<file path="config.mk">
export PLATFORM = sky130hd
export DESIGN_NAME = source_token_lexer
export DESIGN_NICKNAME = d
export VERILOG_FILES = /design/src/design/stl_pkg.sv /design/src/design/stl_front.sv /design/src/design/stl_queue.sv /design/src/design/stl_back.sv /design/src/design/source_token_lexer.sv
export SDC_FILE = /design/constraint.sdc
export NUM_CORES = 1
export LEC_CHECK = 0
export ABC_AREA = 1
export ABC_CLOCK_PERIOD_IN_PS = 6300
export BUFFER_PORTS_ARGS = -buffer_cell sky130_fd_sc_hd__buf_2
export CAP_MARGIN = 20
export CORE_ASPECT_RATIO = 0.6
export CORE_MARGIN = 4
export CORE_UTILIZATION = 56
export DETAILED_ROUTE_END_ITERATION = 6
export HOLD_SLACK_MARGIN = 0.15
export PLACE_DENSITY = 0.85
export SYNTH_ARGS = -nofsm -noshare
export SYNTH_HDL_FRONTEND = slang
export SYNTH_SLANG_ARGS = --single-unit
</file>
<file path="constraint.sdc">
create_clock -name i_clk -period 6.3 [get_ports i_clk]
set_input_delay 0.63 -clock i_clk [delete_from_list [all_inputs] [get_ports i_clk]]
set_output_delay 0.63 -clock i_clk [all_outputs]
set_load 0.005 [all_outputs]
</file>
<file path="src/design/stl_pkg.sv">
// Shared types, codes and character classifiers for the source token lexer.
package stl_pkg;

    // Event codes of one result
    localparam logic [2:0] EV_TEXT     = 3'd0;
    localparam logic [2:0] EV_TEXT_END = 3'd1;
    localparam logic [2:0] EV_END      = 3'd2;
    localparam logic [2:0] EV_ERROR    = 3'd3;
    localparam logic [2:0] EV_DONE     = 3'd4;

    // Token types
    localparam logic [3:0] TT_INT    = 4'd0;
    localparam logic [3:0] TT_BYTE   = 4'd1;
    localparam logic [3:0] TT_ID     = 4'd2;
    localparam logic [3:0] TT_STR    = 4'd3;
    localparam logic [3:0] TT_CHAR   = 4'd4;
    localparam logic [3:0] TT_LPAREN = 4'd5;
    localparam logic [3:0] TT_RPAREN = 4'd6;
    localparam logic [3:0] TT_LBRACE = 4'd7;
    localparam logic [3:0] TT_RBRACE = 4'd8;
    localparam logic [3:0] TT_SEMI   = 4'd9;
    localparam logic [3:0] TT_COLON  = 4'd10;
    localparam logic [3:0] TT_COMMA  = 4'd11;
    localparam logic [3:0] TT_LBRACK = 4'd12;
    localparam logic [3:0] TT_RBRACK = 4'd13;
    localparam logic [3:0] TT_OP     = 4'd14;
    localparam logic [3:0] TT_ARROW  = 4'd15;

    // Error codes
    localparam logic [1:0] ERR_BYTE_RANGE = 2'd0;
    localparam logic [1:0] ERR_CHAR_EOF   = 2'd1;
    localparam logic [1:0] ERR_CHAR_QUOTE = 2'd2;

    // Input kinds
    localparam logic KIND_DATA = 1'b0;
    localparam logic KIND_END  = 1'b1;

    localparam logic [31:0] BYTE_LIT_MAX = 32'd255;
    localparam logic [15:0] LINE_MAX     = 16'hFFFF;

    localparam int QUEUE_DEPTH = 4;

    typedef enum logic [2:0] {
        M_IDLE,
        M_NUM,
        M_IDENT,
        M_STR,
        M_OPP,
        M_CH_OPEN,
        M_CH_ESC,
        M_CH_CLOSE
    } t_mode;

    typedef struct packed {
        logic       kind;
        logic [7:0] in_byte;
    } t_in;

    typedef struct packed {
        logic [2:0]  event_res;
        logic [3:0]  tok_type;
        logic [7:0]  text_byte;
        logic [31:0] tok_value;
        logic [15:0] tok_line;
        logic [1:0]  err_code;
        logic        last;
    } t_res;

    // Results of one input item; r1 is used only when two is set
    typedef struct packed {
        logic two;
        t_res r0;
        t_res r1;
    } t_pair;

    // What a byte does when it opens a new token
    typedef struct packed {
        t_mode      mode;
        logic       set_op;
        logic       set_acc;
        logic       line_inc;
        logic       emit;
        logic [2:0] ev;
        logic [3:0] typ;
    } t_start;

    function automatic logic is_digit(input logic [7:0] c);
        return (c >= "0") && (c <= "9");
    endfunction

    function automatic logic is_alpha(input logic [7:0] c);
        return ((c >= "a") && (c <= "z")) || ((c >= "A") && (c <= "Z"));
    endfunction

    function automatic logic is_ident(input logic [7:0] c);
        return is_alpha(c) || is_digit(c) || (c == "_");
    endfunction

    function automatic logic is_space(input logic [7:0] c);
        return (c == " ") || ((c >= 8'd9) && (c <= 8'd13));
    endfunction

    function automatic logic is_op_char(input logic [7:0] c);
        return (c == "+") || (c == "-") || (c == "*") || (c == "/") ||
               (c == "=") || (c == "%") || (c == "|") || (c == "&") ||
               (c == "!") || (c == "<") || (c == ">") || (c == ".");
    endfunction

    function automatic t_res mk_res(input logic [2:0] ev, input logic [3:0] typ,
                                    input logic [7:0] text, input logic [31:0] value,
                                    input logic [1:0] err, input logic [15:0] line);
        t_res r;
        r.event_res = ev;
        r.tok_type  = typ;
        r.text_byte = text;
        r.tok_value = value;
        r.tok_line  = line;
        r.err_code  = err;
        r.last      = 1'b0;
        return r;
    endfunction

    // Classify a byte seen with no token open
    function automatic t_start start_class(input logic [7:0] c);
        t_start s;
        s = '{mode: M_IDLE, set_op: 1'b0, set_acc: 1'b0, line_inc: 1'b0,
              emit: 1'b0, ev: EV_TEXT, typ: TT_INT};
        if (!c[7]) begin
            if (is_space(c)) begin
                s.line_inc = (c == 8'd10);
            end else if (is_digit(c)) begin
                s.mode    = M_NUM;
                s.set_acc = 1'b1;
                s.emit    = 1'b1;
            end else if (is_alpha(c) || (c == "_")) begin
                s.mode = M_IDENT;
                s.emit = 1'b1;
                s.typ  = TT_ID;
            end else if (c == "\"") begin
                s.mode = M_STR;
            end else if (c == "'") begin
                s.mode = M_CH_OPEN;
            end else if (is_op_char(c)) begin
                s.mode   = M_OPP;
                s.set_op = 1'b1;
            end else begin
                s.ev = EV_TEXT_END;
                unique case (c)
                    "(": begin s.emit = 1'b1; s.typ = TT_LPAREN; end
                    ")": begin s.emit = 1'b1; s.typ = TT_RPAREN; end
                    "{": begin s.emit = 1'b1; s.typ = TT_LBRACE; end
                    "}": begin s.emit = 1'b1; s.typ = TT_RBRACE; end
                    ";": begin s.emit = 1'b1; s.typ = TT_SEMI; end
                    ":": begin s.emit = 1'b1; s.typ = TT_COLON; end
                    ",": begin s.emit = 1'b1; s.typ = TT_COMMA; end
                    "[": begin s.emit = 1'b1; s.typ = TT_LBRACK; end
                    "]": begin s.emit = 1'b1; s.typ = TT_RBRACK; end
                    default: s.emit = 1'b0;
                endcase
            end
        end
        return s;
    endfunction

endpackage

</file>
<file path="src/design/stl_front.sv">
// Lexer front end: scan state machine that turns one byte into up to two results.
module stl_front (
    input  logic           i_clk,
    input  logic           i_rst_n,
    input  logic           i_accept,
    input  stl_pkg::t_in   i_item,
    output logic           o_push,
    output stl_pkg::t_pair o_pair
);

    stl_pkg::t_mode r_mode, n_mode;
    logic [7:0]     r_op, n_op;
    logic [31:0]    r_acc, n_acc;
    logic [7:0]     r_char, n_char;
    logic [15:0]    r_line, n_line;
    logic           r_halt, n_halt;

    logic [7:0]     c;
    logic           is_end;
    logic           dig;
    logic           idch;
    logic           join_op;
    logic           arrow;
    logic           do_start;
    logic [35:0]    acc_x10;
    logic [31:0]    acc_next;
    stl_pkg::t_start st;

    stl_pkg::t_res  res0, res1;
    logic [1:0]     cnt;

    assign c      = i_item.in_byte;
    assign is_end = (i_item.kind == stl_pkg::KIND_END);
    assign dig    = stl_pkg::is_digit(c);
    assign idch   = stl_pkg::is_ident(c);
    assign st     = stl_pkg::start_class(c);
    assign arrow  = (r_op == "-") && (c == ">");
    assign join_op = (c == "=") || ((r_op == "|") && (c == "|")) ||
                     ((r_op == "&") && (c == "&")) || arrow;

    // acc * 10 + digit, saturated to 32 bits
    assign acc_x10  = {1'b0, r_acc, 3'b000} + {3'b000, r_acc, 1'b0} + {32'd0, c[3:0]};
    assign acc_next = (|acc_x10[35:32]) ? '1 : acc_x10[31:0];

    // byte closes the open token (if any) and is then scanned as a fresh byte
    assign do_start = !is_end && !r_halt &&
                      ((r_mode == stl_pkg::M_IDLE) ||
                       ((r_mode == stl_pkg::M_NUM) && !dig && (c != "b")) ||
                       ((r_mode == stl_pkg::M_IDENT) && !idch) ||
                       ((r_mode == stl_pkg::M_OPP) && !join_op));

    // Next state
    always_comb begin
        n_mode = r_mode;
        n_op   = r_op;
        n_acc  = r_acc;
        n_char = r_char;
        n_line = r_line;
        n_halt = r_halt;
        if (is_end) begin
            n_mode = stl_pkg::M_IDLE;
            n_op   = '0;
            n_acc  = '0;
            n_char = '0;
            n_line = 16'd1;
            n_halt = 1'b0;
        end else if (!r_halt) begin
            unique case (r_mode)
                stl_pkg::M_NUM: begin
                    if (dig) begin
                        n_acc = acc_next;
                    end else if (c == "b") begin
                        n_mode = stl_pkg::M_IDLE;
                        n_halt = (r_acc > stl_pkg::BYTE_LIT_MAX);
                    end
                end
                stl_pkg::M_STR: begin
                    if (c == "\"") begin
                        n_mode = stl_pkg::M_IDLE;
                    end
                end
                stl_pkg::M_OPP: begin
                    if (join_op) begin
                        n_mode = stl_pkg::M_IDLE;
                    end
                end
                stl_pkg::M_CH_OPEN: begin
                    if (!c[7]) begin
                        if (c == "\\") begin
                            n_mode = stl_pkg::M_CH_ESC;
                        end else begin
                            n_char = c;
                            n_mode = stl_pkg::M_CH_CLOSE;
                        end
                    end
                end
                stl_pkg::M_CH_ESC: begin
                    if (!c[7]) begin
                        case (c)
                            "n":     n_char = 8'd10;
                            "t":     n_char = 8'd9;
                            "r":     n_char = 8'd13;
                            "0":     n_char = 8'd0;
                            default: n_char = c;
                        endcase
                        n_mode = stl_pkg::M_CH_CLOSE;
                    end
                end
                stl_pkg::M_CH_CLOSE: begin
                    if (!c[7]) begin
                        n_mode = stl_pkg::M_IDLE;
                        n_halt = (c != "'");
                    end
                end
                default: begin
                    n_mode = r_mode;   // idle and identifier: handled by do_start
                end
            endcase
            if (do_start) begin
                n_mode = st.mode;
                if (st.set_op) begin
                    n_op = c;
                end
                if (st.set_acc) begin
                    n_acc = {28'd0, c[3:0]};
                end
                if (st.line_inc && (r_line != stl_pkg::LINE_MAX)) begin
                    n_line = r_line + 16'd1;
                end
            end
        end
    end

    // Outputs: results of this byte, in order
    always_comb begin
        stl_pkg::t_res extra;
        logic          has_extra;
        res0      = stl_pkg::mk_res(stl_pkg::EV_TEXT, stl_pkg::TT_INT, 8'd0, 32'd0,
                                    stl_pkg::ERR_BYTE_RANGE, r_line);
        res1      = res0;
        extra     = res0;
        has_extra = 1'b0;
        cnt       = 2'd0;
        if (is_end) begin
            if (!r_halt) begin
                cnt = 2'd1;
                unique case (r_mode)
                    stl_pkg::M_NUM:
                        res0 = stl_pkg::mk_res(stl_pkg::EV_END, stl_pkg::TT_INT, 8'd0, r_acc,
                                               stl_pkg::ERR_BYTE_RANGE, r_line);
                    stl_pkg::M_IDENT:
                        res0 = stl_pkg::mk_res(stl_pkg::EV_END, stl_pkg::TT_ID, 8'd0, 32'd0,
                                               stl_pkg::ERR_BYTE_RANGE, r_line);
                    stl_pkg::M_STR:
                        res0 = stl_pkg::mk_res(stl_pkg::EV_END, stl_pkg::TT_STR, 8'd0, 32'd0,
                                               stl_pkg::ERR_BYTE_RANGE, r_line);
                    stl_pkg::M_OPP:
                        res0 = stl_pkg::mk_res(stl_pkg::EV_TEXT_END, stl_pkg::TT_OP, r_op,
                                               32'd0, stl_pkg::ERR_BYTE_RANGE, r_line);
                    stl_pkg::M_CH_OPEN, stl_pkg::M_CH_ESC:
                        res0 = stl_pkg::mk_res(stl_pkg::EV_ERROR, stl_pkg::TT_CHAR, 8'd0,
                                               32'd0, stl_pkg::ERR_CHAR_EOF, r_line);
                    stl_pkg::M_CH_CLOSE:
                        res0 = stl_pkg::mk_res(stl_pkg::EV_ERROR, stl_pkg::TT_CHAR, 8'd0,
                                               32'd0, stl_pkg::ERR_CHAR_QUOTE, r_line);
                    default:
                        cnt = 2'd0;
                endcase
            end
            has_extra = 1'b1;
            extra     = stl_pkg::mk_res(stl_pkg::EV_DONE, stl_pkg::TT_INT, 8'd0, 32'd0,
                                        stl_pkg::ERR_BYTE_RANGE, r_line);
        end else if (!r_halt) begin
            unique case (r_mode)
                stl_pkg::M_NUM: begin
                    cnt = 2'd1;
                    if (dig) begin
                        res0 = stl_pkg::mk_res(stl_pkg::EV_TEXT, stl_pkg::TT_INT, c, 32'd0,
                                               stl_pkg::ERR_BYTE_RANGE, r_line);
                    end else if (c == "b") begin
                        if (r_acc > stl_pkg::BYTE_LIT_MAX) begin
                            res0 = stl_pkg::mk_res(stl_pkg::EV_ERROR, stl_pkg::TT_BYTE, 8'd0,
                                                   32'd0, stl_pkg::ERR_BYTE_RANGE, r_line);
                        end else begin
                            res0 = stl_pkg::mk_res(stl_pkg::EV_END, stl_pkg::TT_BYTE, 8'd0,
                                                   r_acc, stl_pkg::ERR_BYTE_RANGE, r_line);
                        end
                    end else begin
                        res0 = stl_pkg::mk_res(stl_pkg::EV_END, stl_pkg::TT_INT, 8'd0, r_acc,
                                               stl_pkg::ERR_BYTE_RANGE, r_line);
                    end
                end
                stl_pkg::M_IDENT: begin
                    cnt = 2'd1;
                    if (idch) begin
                        res0 = stl_pkg::mk_res(stl_pkg::EV_TEXT, stl_pkg::TT_ID, c, 32'd0,
                                               stl_pkg::ERR_BYTE_RANGE, r_line);
                    end else begin
                        res0 = stl_pkg::mk_res(stl_pkg::EV_END, stl_pkg::TT_ID, 8'd0, 32'd0,
                                               stl_pkg::ERR_BYTE_RANGE, r_line);
                    end
                end
                stl_pkg::M_STR: begin
                    if (c == "\"") begin
                        cnt  = 2'd1;
                        res0 = stl_pkg::mk_res(stl_pkg::EV_END, stl_pkg::TT_STR, 8'd0, 32'd0,
                                               stl_pkg::ERR_BYTE_RANGE, r_line);
                    end else if (!c[7]) begin
                        cnt  = 2'd1;
                        res0 = stl_pkg::mk_res(stl_pkg::EV_TEXT, stl_pkg::TT_STR, c, 32'd0,
                                               stl_pkg::ERR_BYTE_RANGE, r_line);
                    end
                end
                stl_pkg::M_OPP: begin
                    if (join_op) begin
                        cnt  = 2'd2;
                        res0 = stl_pkg::mk_res(stl_pkg::EV_TEXT,
                                               arrow ? stl_pkg::TT_ARROW : stl_pkg::TT_OP,
                                               r_op, 32'd0, stl_pkg::ERR_BYTE_RANGE, r_line);
                        res1 = stl_pkg::mk_res(stl_pkg::EV_TEXT_END,
                                               arrow ? stl_pkg::TT_ARROW : stl_pkg::TT_OP,
                                               c, 32'd0, stl_pkg::ERR_BYTE_RANGE, r_line);
                    end else begin
                        cnt  = 2'd1;
                        res0 = stl_pkg::mk_res(stl_pkg::EV_TEXT_END, stl_pkg::TT_OP, r_op,
                                               32'd0, stl_pkg::ERR_BYTE_RANGE, r_line);
                    end
                end
                stl_pkg::M_CH_CLOSE: begin
                    if (!c[7]) begin
                        cnt = 2'd1;
                        if (c == "'") begin
                            res0 = stl_pkg::mk_res(stl_pkg::EV_END, stl_pkg::TT_CHAR, 8'd0,
                                                   {24'd0, r_char},
                                                   stl_pkg::ERR_BYTE_RANGE, r_line);
                        end else begin
                            res0 = stl_pkg::mk_res(stl_pkg::EV_ERROR, stl_pkg::TT_CHAR, 8'd0,
                                                   32'd0, stl_pkg::ERR_CHAR_QUOTE, r_line);
                        end
                    end
                end
                default: begin
                    cnt = 2'd0;   // idle and char-literal body emit nothing here
                end
            endcase
            if (do_start && st.emit) begin
                has_extra = 1'b1;
                extra     = stl_pkg::mk_res(st.ev, st.typ, c, 32'd0,
                                            stl_pkg::ERR_BYTE_RANGE, r_line);
            end
        end
        if (has_extra) begin
            if (cnt == 2'd0) begin
                res0 = extra;
            end else begin
                res1 = extra;
            end
            cnt = cnt + 2'd1;
        end
        if (cnt == 2'd2) begin
            res1.last = 1'b1;
        end else begin
            res0.last = 1'b1;
        end
    end

    assign o_push     = i_accept && (cnt != 2'd0);
    assign o_pair.two = (cnt == 2'd2);
    assign o_pair.r0  = res0;
    assign o_pair.r1  = res1;

    always_ff @(posedge i_clk) begin
        if (!i_rst_n) begin
            r_mode <= stl_pkg::M_IDLE;
            r_op   <= '0;
            r_acc  <= '0;
            r_char <= '0;
            r_line <= 16'd1;
            r_halt <= 1'b0;
        end else if (i_accept) begin
            r_mode <= n_mode;
            r_op   <= n_op;
            r_acc  <= n_acc;
            r_char <= n_char;
            r_line <= n_line;
            r_halt <= n_halt;
        end
    end

endmodule

</file>
<file path="src/design/stl_queue.sv">
// Short queue of per-byte result groups between the scanner and the output stage.
module stl_queue #(
    parameter int DEPTH = stl_pkg::QUEUE_DEPTH
) (
    input  logic           i_clk,
    input  logic           i_rst_n,
    input  logic           i_push,
    input  stl_pkg::t_pair i_data,
    input  logic           i_pop,
    output logic           o_full,
    output logic           o_empty,
    output stl_pkg::t_pair o_data
);

    localparam int PTR_W = (DEPTH > 1) ? $clog2(DEPTH) : 1;
    localparam int CNT_W = $clog2(DEPTH + 1);

    stl_pkg::t_pair mem [DEPTH];

    logic [PTR_W-1:0] r_wr, r_rd;
    logic [CNT_W-1:0] r_cnt;
    logic             do_push, do_pop;

    assign o_full  = (r_cnt == CNT_W'(DEPTH));
    assign o_empty = (r_cnt == '0);
    assign do_push = i_push && !o_full;
    assign do_pop  = i_pop && !o_empty;
    assign o_data  = mem[r_rd];

    always_ff @(posedge i_clk) begin
        if (do_push) begin
            mem[r_wr] <= i_data;
        end
    end

    always_ff @(posedge i_clk) begin
        if (!i_rst_n) begin
            r_wr  <= '0;
            r_rd  <= '0;
            r_cnt <= '0;
        end else begin
            if (do_push) begin
                r_wr <= (r_wr == PTR_W'(DEPTH - 1)) ? '0 : r_wr + PTR_W'(1);
            end
            if (do_pop) begin
                r_rd <= (r_rd == PTR_W'(DEPTH - 1)) ? '0 : r_rd + PTR_W'(1);
            end
            if (do_push && !do_pop) begin
                r_cnt <= r_cnt + CNT_W'(1);
            end else if (do_pop && !do_push) begin
                r_cnt <= r_cnt - CNT_W'(1);
            end
        end
    end

endmodule

</file>
<file path="src/design/stl_back.sv">
// Output stage: registers one result group and hands its results out one per pop.
module stl_back (
    input  logic           i_clk,
    input  logic           i_rst_n,
    input  logic           i_q_empty,
    input  stl_pkg::t_pair i_q_data,
    output logic           o_q_pop,
    input  logic           i_pop,
    output logic           o_empty,
    output stl_pkg::t_res  o_res
);

    logic           r_valid;
    logic           r_second;
    stl_pkg::t_pair r_pair;
    logic           take;
    logic           group_done;
    logic           load;

    assign o_empty    = !r_valid;
    assign o_res      = r_second ? r_pair.r1 : r_pair.r0;
    assign take       = i_pop && r_valid;
    assign group_done = take && (!r_pair.two || r_second);
    assign load       = (!r_valid || group_done) && !i_q_empty;
    assign o_q_pop    = load;

    always_ff @(posedge i_clk) begin
        if (load) begin
            r_pair <= i_q_data;
        end
    end

    always_ff @(posedge i_clk) begin
        if (!i_rst_n) begin
            r_valid  <= 1'b0;
            r_second <= 1'b0;
        end else if (load) begin
            r_valid  <= 1'b1;
            r_second <= 1'b0;
        end else if (group_done) begin
            r_valid  <= 1'b0;
            r_second <= 1'b0;
        end else if (take) begin
            r_second <= 1'b1;
        end
    end

endmodule

</file>
<file path="src/design/source_token_lexer.sv">
// Top level of the source token lexer: scanner, result queue and output stage.
//
// Usage:
//   Input channel (queue style): drive i_in {kind, in_byte} and raise i_push;
//   a transaction completes at a rising edge with i_push high and o_full low.
//   kind 0 carries one program byte, kind 1 marks end of program.
//   Result channel: while o_empty is low, o_res holds the oldest result; a
//   transaction completes at a rising edge with i_pop high and o_empty low.
//   Results of one input transaction come out in order; o_res.last marks the
//   final one. A byte makes zero, one or two results.
// Timing:
//   The scanner takes one byte per cycle while o_full is low and pushes its
//   results, as one group, into a QUEUE_DEPTH-entry queue at the accepting
//   edge; the output stage then registers the group and drives o_res from
//   that register. One result leaves per cycle while i_pop is high, so the
//   sustained rate is one byte per cycle, lower only while bytes yield two
//   results (e.g. joined operators, or a token closed by a token start).
// Stall: if the receiver holds i_pop low, the queue fills and o_full rises;
//   bytes that make no result are then held too. Nothing is dropped.
// Reset: i_rst_n low at a clock edge clears scan state (line count to 1),
//   empties the queue and the output stage. No clearing pass is needed.
module source_token_lexer #(
    parameter int QUEUE_DEPTH = stl_pkg::QUEUE_DEPTH
) (
    input  logic          i_clk,
    input  logic          i_rst_n,
    input  logic          i_push,
    input  stl_pkg::t_in  i_in,
    output logic          o_full,
    input  logic          i_pop,
    output logic          o_empty,
    output stl_pkg::t_res o_res
);

    logic           accept;
    logic           f_push;
    stl_pkg::t_pair f_pair;
    logic           q_empty;
    logic           q_pop;
    stl_pkg::t_pair q_data;

    // Full is conservative: a byte waits while the queue is full even if it
    // would produce no result.
    assign accept = i_push && !o_full;

    stl_front u_front (
        .i_clk    (i_clk),
        .i_rst_n  (i_rst_n),
        .i_accept (accept),
        .i_item   (i_in),
        .o_push   (f_push),
        .o_pair   (f_pair)
    );

    stl_queue #(
        .DEPTH (QUEUE_DEPTH)
    ) u_queue (
        .i_clk   (i_clk),
        .i_rst_n (i_rst_n),
        .i_push  (f_push),
        .i_data  (f_pair),
        .i_pop   (q_pop),
        .o_full  (o_full),
        .o_empty (q_empty),
        .o_data  (q_data)
    );

    stl_back u_back (
        .i_clk     (i_clk),
        .i_rst_n   (i_rst_n),
        .i_q_empty (q_empty),
        .i_q_data  (q_data),
        .o_q_pop   (q_pop),
        .i_pop     (i_pop),
        .o_empty   (o_empty),
        .o_res     (o_res)
    );

endmodule

</file>
After elaboration in Yosys (flattened, before gate mapping)
Memories as Yosys holds them, arrays and structs flattened. A register that Yosys moved wholly into a read port is not among the register bits.
Cells that the tools add are included.
{ "op_classes": {"bitwise_logic": 1, "n_eq_ne": 60, "magnitude_cmp": 9, "mux": 113, "n_addsub": 8, "reduce_logical": 81} }
{ "op_table": {"columns": ["operator", "n"], "rows": [
  ["$mux 66", 17],
  ["$pmux 65 s6", 1],
  ["$pmux 66 s5", 1],
  ["$mux 64", 5],
  ["$mux 32", 7],
  ["$eq 8x6->1 const B", 22],
  ["$mux 8", 13],
  ["$eq 8x7->1 const B", 12],
  ["$mux 65", 1],
  ["$mux 16", 4],
  ["$mux 61", 1],
  ["$mux 3", 17],
  ["$add 35x33->36", 1],
  ["$add 36x4->36", 1],
  ["$pmux 4 s9", 1],
  ["$gt 32x8->1 const B", 1],
  ["$pmux 7 s4", 1],
  ["$mux 1", 27],
  ["$logic_and 1x1->1", 24],
  ["$logic_or 1x1->1", 24],
  ["$pmux 3 s6", 1],
  ["$add 16x1->16 const B", 1],
  ["$ge 8x7->1 const B", 2],
  ["$le 8x7->1 const B", 2],
  ["other kinds (44)", 85]
]} }
{ "word_totals": {"memories": 1, "ramBits": 532, "inputBits": 13, "regBits": 77} }
{ "mem_list": {"columns": ["memory", "depth", "width", "read_ports", "rd_clocked_by_memory_dff", "write_ports", "line_no", "text"], "rows": [
  ["u_queue.mem", 4, 133, 1, 1, 1, "stl_queue.sv:18", "stl_pkg::t_pair mem [DEPTH];"]
]} }

Depth between registers and ports, before layout
{ "logic_depth": {"depth_word": 31, "mapped_depth": 25, "ltp_nobuf": 24} }

Cells and area by module
From an unflattened synthesis, not the netlist that was laid out.
{ "hier_totals": {"hier_cells": 3049, "area_unflattened_um2": 33229.4} }
{ "modules_own_cells": {"columns": ["mod", "area_per_inst_um2", "instances", "cells_each"], "rows": [
  ["stl_queue", 20214.4, 1, 1357],
  ["stl_front", 8107.8, 1, 1331],
  ["stl_back", 4897.2, 1, 359],
  ["source_token_lexer", 10.0, 1, 2]
]} }

Least setup slack after synthesis
No wires, ideal clock.
{ "synth_path": {"path_kind": "input-to-reg", "startpoint": "input i_in[0] (netlist bit)", "endpoint": "memory u_queue.mem[0][0] (netlist bit), enable pin", "setup_time_ps": 521, "path_slack_ps": 146, "cell_stages": 15, "arrival_ps": 5633, "required_time_ps": 5779, "cell_sequence": "nor2_1 nand2_1 inv_1 nand2_1 nor2_2 nor2_4 a31oi_1 nand2_1 ha_1 inv_1 nand2_1 nand2_1 nand2_2 nand2_4 nor2_1"} }
{ "synth_via": {"elab_chain_len": 29, "elab_cells_between_ends": 96, "classes_between": "add/sub: 1; order compare: 8; eq/ne: 26; mux: 19; reduce/logical: 42"} }
{ "synth_rtl": {"columns": ["element", "line_no", "text"], "rows": [
  ["start, declared", "source_token_lexer.sv:28", "input stl_pkg::t_in i_in,"],
  ["$eq 8x6->1", "stl_pkg.sv:104", "return (c == \"+\") || (c == \"-\") || (c == \"*\") || (c == \"/\") ||"],
  ["$logic_or 1x1->1 (4 in a row)", "stl_pkg.sv:104", null],
  ["$logic_or 1x1->1 (4 in a row)", "stl_pkg.sv:105", "(c == \"=\") || (c == \"%\") || (c == \"|\") || (c == \"&\") ||"],
  ["$logic_or 1x1->1 (3 in a row)", "stl_pkg.sv:106", "(c == \"!\") || (c == \"<\") || (c == \">\") || (c == \".\");"],
  ["$mux 8", "stl_pkg.sv:143", "end else if (is_op_char(c)) begin"],
  ["$mux 8", "stl_pkg.sv:141", "end else if (c == \"'\") begin"],
  ["$mux 8", "stl_pkg.sv:139", "end else if (c == \"\\\"\") begin"],
  ["$mux 1", "stl_pkg.sv:135", "end else if (is_alpha(c) || (c == \"_\")) begin"],
  ["[5 not listed]", null, null],
  ["$mux 1", "stl_front.sv:173", "end else if (!r_halt) begin"],
  ["$mux 1", "stl_front.sv:144", "if (is_end) begin"],
  ["$mux 2 (*)", "stl_front.sv:252", "if (has_extra) begin"],
  ["$reduce_bool 2->1 (*)", "stl_front.sv:267", "assign o_push = i_accept && (cnt != 2'd0);"],
  ["$logic_and 1x1->1 (*)", "stl_front.sv:267", null],
  ["$logic_and 1x1->1 (*)", "stl_queue.sv:26", "assign do_push = i_push && !o_full;"],
  ["$mux 1 (*)", "stl_queue.sv:31", "if (do_push) begin"],
  ["$mux 1 (implied by the code) (*)", "stl_queue.sv:32", "mem[r_wr] <= i_data;"],
  ["end, declared", "stl_queue.sv:18", null]
]} }
Every way passes the cells marked *; elsewhere a longest branch is shown, timed or not.

Worst setup path after layout
{ "layout_path": {"startpoint": "register u_front.r_mode[1]", "endpoint": "memory u_queue.mem[1][126] (netlist bit), enable pin"} }
{ "layout_via": {"elab_chain_len": 17, "elab_cells_between_ends": 34, "classes_between": "add/sub: 1; eq/ne: 7; mux: 11; reduce/logical: 15"} }
{ "layout_rtl": {"columns": ["element", "line_no", "text"], "rows": [
  ["start, declared", "stl_front.sv:11", "stl_pkg::t_mode r_mode, n_mode;"],
  ["start signal, assigned", "stl_front.sv:274", "r_mode <= stl_pkg::M_IDLE;"],
  ["start signal, assigned", "stl_front.sv:281", "r_mode <= n_mode;"],
  ["branches (longest 11 deep; another with $add 2x1->2)", null, null],
  ["$mux 2 (*)", "stl_front.sv:252", null],
  ["$reduce_bool 2->1 (*)", "stl_front.sv:267", null],
  ["$logic_and 1x1->1 (*)", "stl_front.sv:267", null],
  ["$logic_and 1x1->1 (*)", "stl_queue.sv:26", null],
  ["$mux 1 (*)", "stl_queue.sv:31", null],
  ["$mux 1 (implied by the code) (*)", "stl_queue.sv:32", null]
]} }
Every way passes the cells marked *.

==> out/results.tsv <==
stage	metric	value	unit
run_status	status	completed	
timing	setup TNS	0	ps
final_layout	FILL cells	3132	
worst_setup_path	most frequent cell on the critical path	nand2_1	
final_layout	Finished Core Util	62.9	%
timing	measured slew at the worst slew-check pin	1080	ps
clock_tree	Reg clk slew, reported paths	60	ps
final_layout	Multi-input gate area	0.00786	mm^2
synthesis	Synth Instances	2285	
timing	RSZ-0062 raised after global routing	no	
drt	DRC violations left	0	
clock_tree	total CTS buffers	43	
grt	initial antenna violation count	4	
synthesis	flops & latches, synth	481	
grt	GR Overflow Total	0	
worst_setup_path	CP cell instances	nor2_2, nand2_2, inv_1, nand2_1, a31oi_1, nand2_1, ha_1, inv_1, nand2_1, nand2_1, nand2_2, nand2_4, nor2_4, buf_12	
synthesis	area share of the leading cell type in the synthesized netlist	53.3	%
floorplan	Die W	269	um
synthesis	async set-reset flop share out of synthesis	0	%
grt	first-pass GRT wire length	91.3	mm
pwr	Worst VDD drop	317	uV
drt	M1 WL	26.9	mm
floorplan	Core ar.	0.0397	mm^2
floorplan	Initial Util	57.5	%
worst_setup_path	WP data required	6510	ps
placement	dpl ws	1660	ps
timing	clk_skew	16.2	ps
grt	pin count of the biggest net entering global routing	111	
timing	Max Transition Viols Final	0	
pwr	Power Density	377	mW/mm^2
pwr	leakage	9.56	nW
final_layout	Design Area, Final	0.0250	mm^2
clock_tree	# Post-CTS Setup Buffers	0	
worst_setup_path	critical path class	reg -> reg	
drt	uppermost layer routed	met5	
worst_setup_path	CP max stage cell	nor2_4	
final_layout	area added between synthesis and finish	9.39	%
min_path	worst hold path class	in -> reg	
clock_tree	CTS H-tree depth	2	
final_layout	share of layout cells above drive strength 1	9.46	%
floorplan	num rows	56	
clock_tree	Hold Buf Count CTS	0	
clock_tree	clock latency at the later pin of the worst-skew pair	570	ps
placement	I/O Buffers	80	
worst_setup_path	crit path capture type	flop	
timing	clock period minus worst slack	4370	ps
synthesis	syn avg cell area	9.99	um^2
synthesis	Post-Syn Area	0.0228	mm^2
clock_tree	Sink Count	481	
drt	Routed WL	60.0	mm
synthesis	synth top area cells	edfxtp_1, dfxtp_1, nor2_1	
clock_tree	clock buffer depth	3	
final_layout	final net count	2402	
final_layout	area occupied by registers	0.0137	mm^2
drt	DR pass1 iterations	6	
worst_setup_path	CP peak stage delay	730	ps
timing	max_slew headroom	27.7	%
timing	Fin. Hold Viols	0	
clock_tree	Clock Tree Root	clkbuf_16	
floorplan	IO Count	81	
timing	final setup violation count	0	
grt	vias in the first global route	16000	
floorplan	DIE AREA	0.0441	mm^2
drt	via count	17300	
placement	placed inst area	0.0236	mm^2
drt	Vias per Instance	6.02	
timing	crit share post-route	69.3	%
drt	metal3 WL	7.66	mm
timing	FMAX	229	MHz
drt	DR WL met2	24.6	mm
flow_run	maxcap violations	0	
drt	routed len/inst	20.9	um
clock_tree	CTS resizes	0	
timing	final worst setup slack	1930	ps
floorplan	Die H	164	um
synthesis	unique cell type count in the Yosys netlist	57	
worst_setup_path	startpoint types	flop	
placement	DP Wirelength	41.2	mm
synthesis	post-synthesis sequential area ratio	60.0	%
worst_setup_path	Critical Path AT	4580	ps
placement	GP Congestion	1.01	
clock_tree	CTS tree	built	
synthesis	Most used DFF post-synth	edfxtp_1	
drt	antenna viol nets, final	0	
synthesis	Synthesis Warnings	0	
synthesis	Post-synth EDFFs	405	
drt	DRT iter0 DRCs	2273	
synthesis	cell accounting for the most synthesized area	edfxtp_1	
worst_setup_path	Crit Path Max Fanout	57	
grt	Total GRT Usage	27.0	%
[report_power, final]
part           leakage [nW]  internal [W]  total [W]  switching, W
Clock                 0.671       0.00146    0.00263       0.00116
Sequential             4.44       0.00423    0.00444      0.000207
Combinational          4.45      0.000665    0.00234       0.00167
Total                  9.56       0.00636    0.00940       0.00304
[sequential cells by signal (all words and copies together) (netlist names)]
signal	count
u_back.r_pair	81
u_back.r_second	1
u_back.r_valid	1
u_front.r_acc	32
u_front.r_char	7
u_front.r_halt	1
u_front.r_line	16
u_front.r_mode	3
u_front.r_op	8
u_queue.mem	324
u_queue.r_cnt	3
u_queue.r_rd	2
u_queue.r_wr	2
[synth_stat cells, types with 5 or more instances]
master,n
o21ai_1,30
nand3_1,63
dfxtp_1,76
nand2_4,8
nand4_1,20
nor2_1,334
nand2_1,310
nor4_1,7
edfxtp_1,405
nand3_2,5
o22ai_1,81
a21oi_1,144
xnor2_1,10
clkbuf_1,87
buf_2,6
nand2_2,8
nor2_2,7
o21bai_1,6
inv_2,16
o21ai_0,230
buf_4,7
buf_6,9
ha_1,71
a31oi_1,16
o32ai_1,9
nor3_1,44
inv_1,193
xor2_1,24
buf_1,5
o21a_1,5
[cell type report]
class / count / share of cell area (%)
flip-flops and latches: 481 / 54.8
multi-input cells: 1480 / 31.5
clock buffers: 59 / 4.63
inverters: 213 / 3.21
well taps: 522 / 2.62
repair buffers: 96 / 2.29
clock inverters: 18 / 0.917
diodes: 1 / 0.0100
[metal layers]
layer	vias up	GRT usage [%]
met5	-	0
met4	4	4.49
met3	86	8.64
met2	931	37.8
met1	8236	41.7
li1	8019	-
[cell families after synthesis]
| kind of cell | Yosys count | synth area share [%] |
|---|---|---|
| buffers and inverters | 327 | 5.82 |
| AND/OR/NAND/NOR | 824 | 15.6 |
| XOR/XNOR | 34 | 1.31 |
| flip-flops | 481 | 60.0 |
| other | 1 | 0.0164 |
| adder cells (fa/ha/maj) | 74 | 4.16 |
| AO/OA/AOI/OAI | 544 | 13.1 |
[per-stage QoR]
stage                     std cells  power (W)  hold WS [ps]
after detailed placement       2792    0.00682           450
final                          2870    0.00940           382
after floorplan                2288    0.00601           432
after CTS                      2869    0.00943           358
after global routing           2870    0.00988           372
after global placement         2792    0.00672           447
[cell usage in the layout (no fill, tap or decap), drive strengths merged, types with 24 or more instances in the layout]
| master | n |
|---|---|
| xor2 | 24 |
| nand3 | 70 |
| o21ai | 260 |
| clkbuf | 59 |
| dfxtp | 76 |
| o22ai | 81 |
| edfxtp | 405 |
| nor3 | 46 |
| a21oi | 145 |
| nand2 | 326 |
| nor2 | 345 |
| inv | 213 |
| buf | 96 |
| ha | 71 |
[path summary, 6_finish.rpt]
check        cells past startpoint               from  slack [ps]             endpoint
max                             14  u_front.r_mode[1]        1930  u_queue.mem[1][126]
min                              3              i_pop         380      u_back.r_second
max reg2reg                     14  u_front.r_mode[1]        1930  u_queue.mem[1][126]
min reg2reg                      2    u_front.r_op[7]         460      u_front.r_op[7]
[worst max-delay path, delay by kind of cell, from the launching register on]
family          cells  cell delay (ps)
simple gates        9             1940
compound gates      1              570
fa+ha+maj           1              360
flops               1              380
buf+inv             3              700
Note: power is estimated with default switching activity, not from simulation.
